File: config.mk
export PLATFORM = sky130hd
export DESIGN_NAME = decimal96_scaled_add
export DESIGN_NICKNAME = d
export VERILOG_FILES = /design/src/design/d96sa_pkg.sv /design/src/design/d96sa_alu.sv /design/src/design/decimal96_scaled_add.sv
export SDC_FILE = /design/constraint.sdc
export NUM_CORES = 1
export LEC_CHECK = 0
export ABC_AREA = 1
export BUFFER_PORTS_ARGS = -buffer_cell sky130_fd_sc_hd__clkbuf_2
export CAP_MARGIN = 20
export CORE_ASPECT_RATIO = 0.5
export CORE_MARGIN = 3
export CORE_UTILIZATION = 40
export CTS_CLUSTER_DIAMETER = 150
export DETAILED_ROUTE_END_ITERATION = 8
export PLACE_DENSITY = 0.68
export SETUP_SLACK_MARGIN = 0.4
export SLEW_MARGIN = 10
export SYNTH_ARGS = -nofsm -noshare
export SYNTH_HDL_FRONTEND = slang
export SYNTH_SLANG_ARGS = --single-unit
File: constraint.sdc
create_clock -name aclk -period 15.35 [get_ports aclk]
set_input_delay 1.535 -clock aclk [delete_from_list [all_inputs] [get_ports aclk]]
set_output_delay 1.535 -clock aclk [all_outputs]
set_load 0.01 [all_outputs]
File: src/design/d96sa_pkg.sv
`timescale 1ns / 1ps
`default_nettype none
// ----------------------------------------------------------------------------
// d96sa_pkg
// Types and constants shared by the scaled decimal adder.
// ----------------------------------------------------------------------------
package d96sa_pkg;

    localparam int LOW_W   = 64;
    localparam int HIGH_W  = 32;
    localparam int MANT_W  = LOW_W + HIGH_W;
    localparam int SCALE_W = 5;
    localparam int ALU_W   = MANT_W + 4;

    localparam logic [MANT_W-1:0] SAT_MANT = {{(MANT_W-1){1'b1}}, 1'b0};

    typedef enum logic [1:0] {
        ST_OK      = 2'd0,
        ST_OVF_POS = 2'd1,
        ST_OVF_NEG = 2'd2
    } status_t;

    typedef enum logic [1:0] {
        OP_MUL10  = 2'd0,
        OP_ADD    = 2'd1,
        OP_SUB_AB = 2'd2,
        OP_SUB_BA = 2'd3
    } alu_op_t;

    typedef struct packed {
        alu_op_t op;
        logic    sel_b;
    } alu_ctrl_t;

    typedef struct packed {
        logic ovf;
        logic neg;
        logic zero;
    } alu_flags_t;

endpackage
`default_nettype wire

File: src/design/d96sa_alu.sv
`timescale 1ns / 1ps
`default_nettype none
// ----------------------------------------------------------------------------
// d96sa_alu
// Shared 100-bit adder: times ten, add, and subtract in either direction.
// ----------------------------------------------------------------------------
module d96sa_alu (
    input  wire d96sa_pkg::alu_ctrl_t           ctrl,
    input  wire logic [d96sa_pkg::MANT_W-1:0]   op_a,
    input  wire logic [d96sa_pkg::MANT_W-1:0]   op_b,
    output logic      [d96sa_pkg::MANT_W-1:0]   result,
    output d96sa_pkg::alu_flags_t               flags
);
    import d96sa_pkg::*;

    logic [MANT_W-1:0] m;
    logic [ALU_W-1:0]  x;
    logic [ALU_W-1:0]  y;
    logic              cin;
    logic [ALU_W-1:0]  sum;

    assign m = ctrl.sel_b ? op_b : op_a;

    always_comb begin
        unique case (ctrl.op)
            OP_MUL10: begin
                x   = {1'b0, m, 3'b000};
                y   = {3'b000, m, 1'b0};
                cin = 1'b0;
            end
            OP_ADD: begin
                x   = {4'h0, op_a};
                y   = {4'h0, op_b};
                cin = 1'b0;
            end
            OP_SUB_AB: begin
                x   = {4'h0, op_a};
                y   = {4'hF, ~op_b};
                cin = 1'b1;
            end
            OP_SUB_BA: begin
                x   = {4'h0, op_b};
                y   = {4'hF, ~op_a};
                cin = 1'b1;
            end
            default: begin
                x   = '0;
                y   = '0;
                cin = 1'b0;
            end
        endcase
    end

    assign sum        = x + y + {{(ALU_W-1){1'b0}}, cin};
    assign result     = sum[MANT_W-1:0];
    assign flags.ovf  = |sum[ALU_W-1:MANT_W];
    assign flags.neg  = sum[ALU_W-1];
    assign flags.zero = (sum[MANT_W-1:0] == '0);

endmodule
`default_nettype wire

File: src/design/decimal96_scaled_add.sv
`timescale 1ns / 1ps
`default_nettype none
// ----------------------------------------------------------------------------
// decimal96_scaled_add
// Sign-magnitude decimal add of two 96-bit mantissas with power-of-ten scales.
// ----------------------------------------------------------------------------
// Sequence: after the input transfer, S_SCALE multiplies the lower-scale operand
//   by ten |a_scale - b_scale| times (scales clamped to MAX_SCALE) unless a step
//   overflows, S_ADD adds, and S_SUBBA follows when unlike signs leave the second operand larger.
// Inputs: a new item is taken only in S_IDLE, after the last result transfers;
//   the times-ten steps go through the single shared 100-bit adder.
// Reset: synchronous, active low; clears the sequencer and m_valid.
module decimal96_scaled_add #(
    parameter int MAX_SCALE = 28
) (
    input  wire logic                                aclk,
    input  wire logic                                aresetn,
    input  wire logic                                s_valid,
    output logic                                     s_ready,
    input  wire logic [d96sa_pkg::LOW_W-1:0]         s_a_low,
    input  wire logic [d96sa_pkg::HIGH_W-1:0]        s_a_high,
    input  wire logic [d96sa_pkg::SCALE_W-1:0]       s_a_scale,
    input  wire logic                                s_a_neg,
    input  wire logic [d96sa_pkg::LOW_W-1:0]         s_b_low,
    input  wire logic [d96sa_pkg::HIGH_W-1:0]        s_b_high,
    input  wire logic [d96sa_pkg::SCALE_W-1:0]       s_b_scale,
    input  wire logic                                s_b_neg,
    output logic                                     m_valid,
    input  wire logic                                m_ready,
    output logic      [d96sa_pkg::LOW_W-1:0]         m_sum_low,
    output logic      [d96sa_pkg::HIGH_W-1:0]        m_sum_high,
    output logic      [d96sa_pkg::SCALE_W-1:0]       m_sum_scale,
    output logic                                     m_sum_neg,
    output logic      [1:0]                          m_status
);
    import d96sa_pkg::*;

    localparam logic [SCALE_W-1:0] MaxScaleC = SCALE_W'(MAX_SCALE);

    typedef enum logic [4:0] {
        S_IDLE  = 5'b00001,
        S_SCALE = 5'b00010,
        S_ADD   = 5'b00100,
        S_SUBBA = 5'b01000,
        S_DONE  = 5'b10000
    } state_t;

    state_t              state_reg, state_next;
    logic [MANT_W-1:0]   a_reg, a_next;
    logic [MANT_W-1:0]   b_reg, b_next;
    logic                na_reg, na_next;
    logic                nb_reg, nb_next;
    logic                sel_b_reg, sel_b_next;
    logic [SCALE_W-1:0]  steps_reg, steps_next;
    logic [SCALE_W-1:0]  scale_reg, scale_next;
    logic [MANT_W-1:0]   res_reg, res_next;
    logic                neg_reg, neg_next;
    status_t             status_reg, status_next;

    logic [SCALE_W-1:0]  sa;
    logic [SCALE_W-1:0]  sb;
    alu_ctrl_t           ctrl;
    logic [MANT_W-1:0]   alu_res;
    alu_flags_t          flags;

    assign sa = (s_a_scale > MaxScaleC) ? MaxScaleC : s_a_scale;
    assign sb = (s_b_scale > MaxScaleC) ? MaxScaleC : s_b_scale;

    always_comb begin
        ctrl.sel_b = sel_b_reg;
        unique case (state_reg)
            S_ADD:   ctrl.op = (na_reg == nb_reg) ? OP_ADD : OP_SUB_AB;
            S_SUBBA: ctrl.op = OP_SUB_BA;
            default: ctrl.op = OP_MUL10;
        endcase
    end

    d96sa_alu u_alu (
        .ctrl   (ctrl),
        .op_a   (a_reg),
        .op_b   (b_reg),
        .result (alu_res),
        .flags  (flags)
    );

    always_comb begin
        state_next  = state_reg;
        a_next      = a_reg;
        b_next      = b_reg;
        na_next     = na_reg;
        nb_next     = nb_reg;
        sel_b_next  = sel_b_reg;
        steps_next  = steps_reg;
        scale_next  = scale_reg;
        res_next    = res_reg;
        neg_next    = neg_reg;
        status_next = status_reg;
        unique case (state_reg)
            S_IDLE: begin
                if (s_valid) begin
                    a_next      = {s_a_high, s_a_low};
                    b_next      = {s_b_high, s_b_low};
                    na_next     = s_a_neg;
                    nb_next     = s_b_neg;
                    sel_b_next  = (sa > sb);
                    steps_next  = (sa > sb) ? (sa - sb) : (sb - sa);
                    scale_next  = (sa > sb) ? sa : sb;
                    status_next = ST_OK;
                    state_next  = (sa != sb) ? S_SCALE : S_ADD;
                end
            end
            S_SCALE: begin
                if (flags.ovf) begin
                    neg_next    = sel_b_reg ? nb_reg : na_reg;
                    res_next    = SAT_MANT;
                    status_next = (sel_b_reg ? nb_reg : na_reg) ? ST_OVF_NEG : ST_OVF_POS;
                    state_next  = S_DONE;
                end else begin
                    if (sel_b_reg) begin
                        b_next = alu_res;
                    end else begin
                        a_next = alu_res;
                    end
                    steps_next = steps_reg - SCALE_W'(1);
                    if (steps_reg == SCALE_W'(1)) begin
                        state_next = S_ADD;
                    end
                end
            end
            S_ADD: begin
                if (na_reg == nb_reg) begin
                    neg_next   = na_reg;
                    state_next = S_DONE;
                    if (flags.ovf) begin
                        res_next    = SAT_MANT;
                        status_next = na_reg ? ST_OVF_NEG : ST_OVF_POS;
                    end else begin
                        res_next = alu_res;
                    end
                end else if (flags.neg) begin
                    state_next = S_SUBBA;
                end else begin
                    state_next = S_DONE;
                    res_next   = alu_res;
                    if (flags.zero) begin
                        neg_next   = 1'b0;
                        scale_next = '0;
                    end else begin
                        neg_next = na_reg;
                    end
                end
            end
            S_SUBBA: begin
                res_next   = alu_res;
                neg_next   = nb_reg;
                state_next = S_DONE;
            end
            S_DONE: begin
                if (m_ready) begin
                    state_next = S_IDLE;
                end
            end
            default: begin
                state_next = S_IDLE;
            end
        endcase
    end

    always_ff @(posedge aclk) begin
        if (!aresetn) begin
            state_reg <= S_IDLE;
        end else begin
            state_reg <= state_next;
        end
        a_reg      <= a_next;
        b_reg      <= b_next;
        na_reg     <= na_next;
        nb_reg     <= nb_next;
        sel_b_reg  <= sel_b_next;
        steps_reg  <= steps_next;
        scale_reg  <= scale_next;
        res_reg    <= res_next;
        neg_reg    <= neg_next;
        status_reg <= status_next;
    end

    assign s_ready     = (state_reg == S_IDLE);
    assign m_valid     = (state_reg == S_DONE);
    assign m_sum_low   = res_reg[LOW_W-1:0];
    assign m_sum_high  = res_reg[MANT_W-1:LOW_W];
    assign m_sum_scale = scale_reg;
    assign m_sum_neg   = neg_reg;
    assign m_status    = status_reg;

endmodule
`default_nettype wire

==> impl_metrics.prom <==
# TYPE chip_impl_metric gauge
chip_impl_metric{name="number_of_unique_standard_cell_types_used_by_synthesis",unit=""} 52
chip_impl_metric{name="syn_to_final_growth",unit="%"} 11.9
chip_impl_metric{name="worst-slew-pin-transition",unit="ps"} 1130
chip_impl_metric{name="placer_s_final_routability_congestion_estimate",unit=""} 1.07
chip_impl_metric{name="fmax",unit="GHz"} 0.110
chip_impl_metric{name="drive_above_1_share",unit=""} 0.112
chip_impl_info{name="timing.critical_path.mode_cell",value="sky130_fd_sc_hd__nand2_1"} 1
chip_impl_metric{name="r2r_setup_slack",unit="ps"} 6270
chip_impl_info{name="ranking_of_synthesized_cells_by_instance_count",value="sky130_fd_sc_hd__nand2_1, sky130_fd_sc_hd__inv_1, sky130_fd_sc_hd__a21oi_1, sky130_fd_sc_hd__nor2_1, sky130_fd_sc_hd__edfxtp_1"} 1
chip_impl_info{name="synth.top_cells.by_area",value="sky130_fd_sc_hd__edfxtp_1, sky130_fd_sc_hd__nand2_1, sky130_fd_sc_hd__a21oi_1, sky130_fd_sc_hd__inv_1, sky130_fd_sc_hd__ha_1"} 1
chip_impl_metric{name="worst-path-buf-inv",unit=""} 9
chip_impl_metric{name="totalWireLength",unit="µm"} 119000
chip_impl_metric{name="netlist.area_leader.share",unit=""} 0.332
chip_impl_metric{name="final_period_minus_worst_setup_slack",unit="ps"} 9080
chip_impl_info{name="yosys.area.top_type",value="sky130_fd_sc_hd__edfxtp_1"} 1
chip_impl_metric{name="wl_met1",unit="µm"} 57200
chip_impl_metric{name="n_fill_cell",unit=""} 7123
chip_impl_metric{name="grt_pass1_wl",unit="µm"} 173000
chip_impl_metric{name="clock_latency_on_the_worst_skew_pair",unit="ps"} 640
chip_impl_metric{name="postRouteAntennaNets",unit=""} 0
chip_impl_info{name="dominantRegCellSynth",value="sky130_fd_sc_hd__edfxtp_1"} 1
chip_impl_metric{name="slew-limit-headroom",unit=""} 0.247
chip_impl_metric{name="syn_inst",unit=""} 4219
chip_impl_metric{name="multi_input_comb_area",unit="µm²"} 15600
chip_impl_metric{name="cts_made_buffers",unit=""} 31
chip_impl_metric{name="die-area",unit="µm²"} 72200
chip_impl_info{name="worst_path_dominant_cell_family",value="buffers and inverters"} 1
chip_impl_metric{name="register_area",unit="µm²"} 9230
chip_impl_metric{name="hpwlAfterDp",unit="µm"} 96900
chip_impl_metric{name="finish.cell_count_without_fillers",unit=""} 5358
chip_impl_metric{name="cts.repair_timing.setup_buffer_count",unit=""} 0
chip_impl_metric{name="core_area",unit="µm²"} 67500
chip_impl_metric{name="synth_warnings",unit=""} 0
chip_impl_metric{name="reported_max_cap_violation_count",unit=""} 0
chip_impl_info{name="leading_cell_type_by_number_of_instances_after_synthesis",value="sky130_fd_sc_hd__nand2_1"} 1
chip_impl_metric{name="postSynthNetCount",unit=""} 4544
chip_impl_metric{name="detailroute.via_count",unit=""} 29957
chip_impl_metric{name="grt_pass1_vias",unit=""} 27463
chip_impl_metric{name="cts.clk_slew.worst_paths",unit="ps"} 70
chip_impl_metric{name="drcViolationCount",unit=""} 0
chip_impl_metric{name="clock_path_buffers",unit=""} 3
chip_impl_info{name="critical_path_class",value="reg -> reg"} 1
chip_impl_metric{name="post-route-util",unit=""} 0.456
chip_impl_metric{name="critical_path_max_stage_delay",unit="ps"} 910
chip_impl_metric{name="drt-initial-drc-count",unit=""} 3673
chip_impl_metric{name="cts.sinks",unit=""} 309
chip_impl_metric{name="top_ports",unit=""} 314
chip_impl_metric{name="grt_overflow",unit=""} 0
chip_impl_metric{name="place.detailed.instances",unit=""} 5298
chip_impl_metric{name="routedWlPerCell",unit="µm"} 22.2
chip_impl_metric{name="synth_edf_count",unit=""} 304
chip_impl_metric{name="post_cts.resized_instances",unit=""} 0
chip_impl_metric{name="grt_max_degree",unit=""} 129
chip_impl_metric{name="met3RoutedLength",unit="µm"} 11600
chip_impl_metric{name="track_usage",unit=""} 0.318
chip_impl_metric{name="ys_seq_elements",unit=""} 309
chip_impl_metric{name="final_net_count",unit=""} 4760
chip_impl_metric{name="dieHeight",unit="µm"} 191
chip_impl_metric{name="antenna_found_initial",unit=""} 0
chip_impl_info{name="cts_tree",value="built"} 1
chip_impl_metric{name="setup_viol",unit=""} 0
chip_impl_metric{name="timing_max_transition_violations_final",unit=""} 0
chip_impl_metric{name="ys_seq_area_frac",unit=""} 0.335
chip_impl_metric{name="met2_length",unit="µm"} 47900
chip_impl_info{name="grt_setup_unrepaired",value="false"} 1
chip_impl_info{name="critPathLaunchType",value="flip-flop"} 1
chip_impl_metric{name="clock_tree.htree_level_count",unit=""} 1
chip_impl_metric{name="irDropWorstVdd",unit="µV"} 93.7
chip_impl_metric{name="die_width",unit="µm"} 377
chip_impl_metric{name="detail_route.vias_per_cell",unit=""} 5.59
chip_impl_metric{name="totalPowerFinal",unit="mW"} 6.63
chip_impl_metric{name="timing.critical_path.required",unit="ps"} 15680
chip_impl_metric{name="worstPathArrival",unit="ps"} 9410
chip_impl_metric{name="async_reset_ff_frac",unit=""} 0
chip_impl_metric{name="power_density",unit="nW/µm²"} 215
chip_impl_metric{name="finalClockSkew",unit="ps"} 23.9
chip_impl_metric{name="post_cts_hold_buffer_count",unit=""} 0
chip_impl_metric{name="total_leakage_power",unit="nW"} 14.8
chip_impl_info{name="route.top_layer_used",value="met4"} 1
chip_impl_metric{name="syn_avg_cell_area",unit="µm²"} 6.52
chip_impl_info{name="crit_path_end_kind",value="flip-flop"} 1
chip_impl_info{name="outcome",value="finished, final reports clean"} 1
chip_impl_metric{name="rows",unit=""} 67
chip_impl_metric{name="final-hold-violation-count",unit=""} 0
chip_impl_metric{name="syn-cell-area",unit="µm²"} 27500
chip_impl_info{name="timing.critical_path.slowest_stage_cell",value="sky130_fd_sc_hd__buf_4"} 1
chip_impl_metric{name="initial_utilization",unit=""} 0.408
chip_impl_metric{name="layout_worst_path_cycle_share",unit=""} 0.592
chip_impl_info{name="min_path_type",value="reg -> reg"} 1
chip_impl_info{name="cts_root_buffer",value="sky130_fd_sc_hd__clkbuf_16"} 1
chip_impl_metric{name="firstDrtPassIters",unit=""} 6
chip_impl_metric{name="final.setup.tns",unit="ps"} 0
chip_impl_metric{name="port_buffers",unit=""} 313
chip_impl_metric{name="critPathMaxFanout",unit=""} 107
-- cells in the final DEF, fill, tap and decap left out, drive strengths merged --
cell and n:
a22oi 93, nand3 186, or2 26, a21oi 457, buf 22, a221oi 23, nand3b 20, nor3 25
clkbuf 347, inv 542, nand4 31, a21boi 3, bufinv 3, xnor2 11, dfxtp 5, o22ai 72
fa 4, a31oi 8, a211oi 8, diode 1, o221ai 1, and2 7, a21o 7, or3b 1
mux2i 1, xor2 13, nor4 2, o21bai 23, clkinvlp 3, ha 113, nor2 349, o21a 7
o211ai 4, o21ai 74, nand2 1641, clkinv 24, edfxtp 304
-- routing by layer --
| layer | GRT usage | up-vias |
|---|---|---|
| li1 | - | 14232 |
| met1 | 0.488 | 14080 |
| met2 | 0.460 | 1508 |
| met3 | 0.0643 | 137 |
| met4 | 0.0575 | 0 |
| met5 | 0 | - |
-- report_power, final --
group	total [mW]	internal [mW]	switching, mW
clock network	0.786	0.421	0.365
logic	4.45	1.12	3.33
registers	1.39	1.24	0.159
-- final timing paths --
kind	start	to	cells after the start
setup / recovery	state_reg[0]	res_reg[48]	30
hold / removal	state_reg[4]	state_reg[4]	4
setup reg to reg	state_reg[0]	res_reg[48]	30
hold reg to reg	state_reg[4]	state_reg[4]	4
-- logic make-up after synthesis --
kind of cell,share of synthesized area
buffers and inverters,0.0986
muxes,0.000364
adders and majority gates,0.0543
xor gates and xnor gates,0.00764
DFF,0.335
and+or+nand+nor,0.341
AOI/OAI and AO/OA,0.163
-- stage by stage --
stage / hold WS [ps] / worst slack [ps] / instance area, µm²
after global placement: 656 / 6790 / 29800
after global routing: 699 / 5700 / 30800
after floorplan: 615 / 3070 / 27500
after detailed placement: 662 / 6700 / 29800
final: 679 / 6270 / 30800
after CTS: 676 / 6680 / 30800
-- worst register-to-register path: cells and delay by family (launching register included) --
family | cells | cell delay (ps)
buffers and inverters | 9 | 3830
AOI/OAI and AO/OA | 2 | 510
and+or+nand+nor | 17 | 3410
DFF | 1 | 330
adders and majority gates | 2 | 700
-- cell type report --
| cell class | instances | area share |
|---|---|---|
| diodes | 1 | 0.0000813 |
| inverters | 547 | 0.0671 |
| clock inverters | 25 | 0.00719 |
| well taps | 897 | 0.0364 |
| flip-flops and latches | 309 | 0.300 |
| clock buffers | 33 | 0.0254 |
| multi-input cells | 3210 | 0.507 |
| repair buffers | 336 | 0.0569 |
Note: power is estimated with default switching activity, not from simulation.
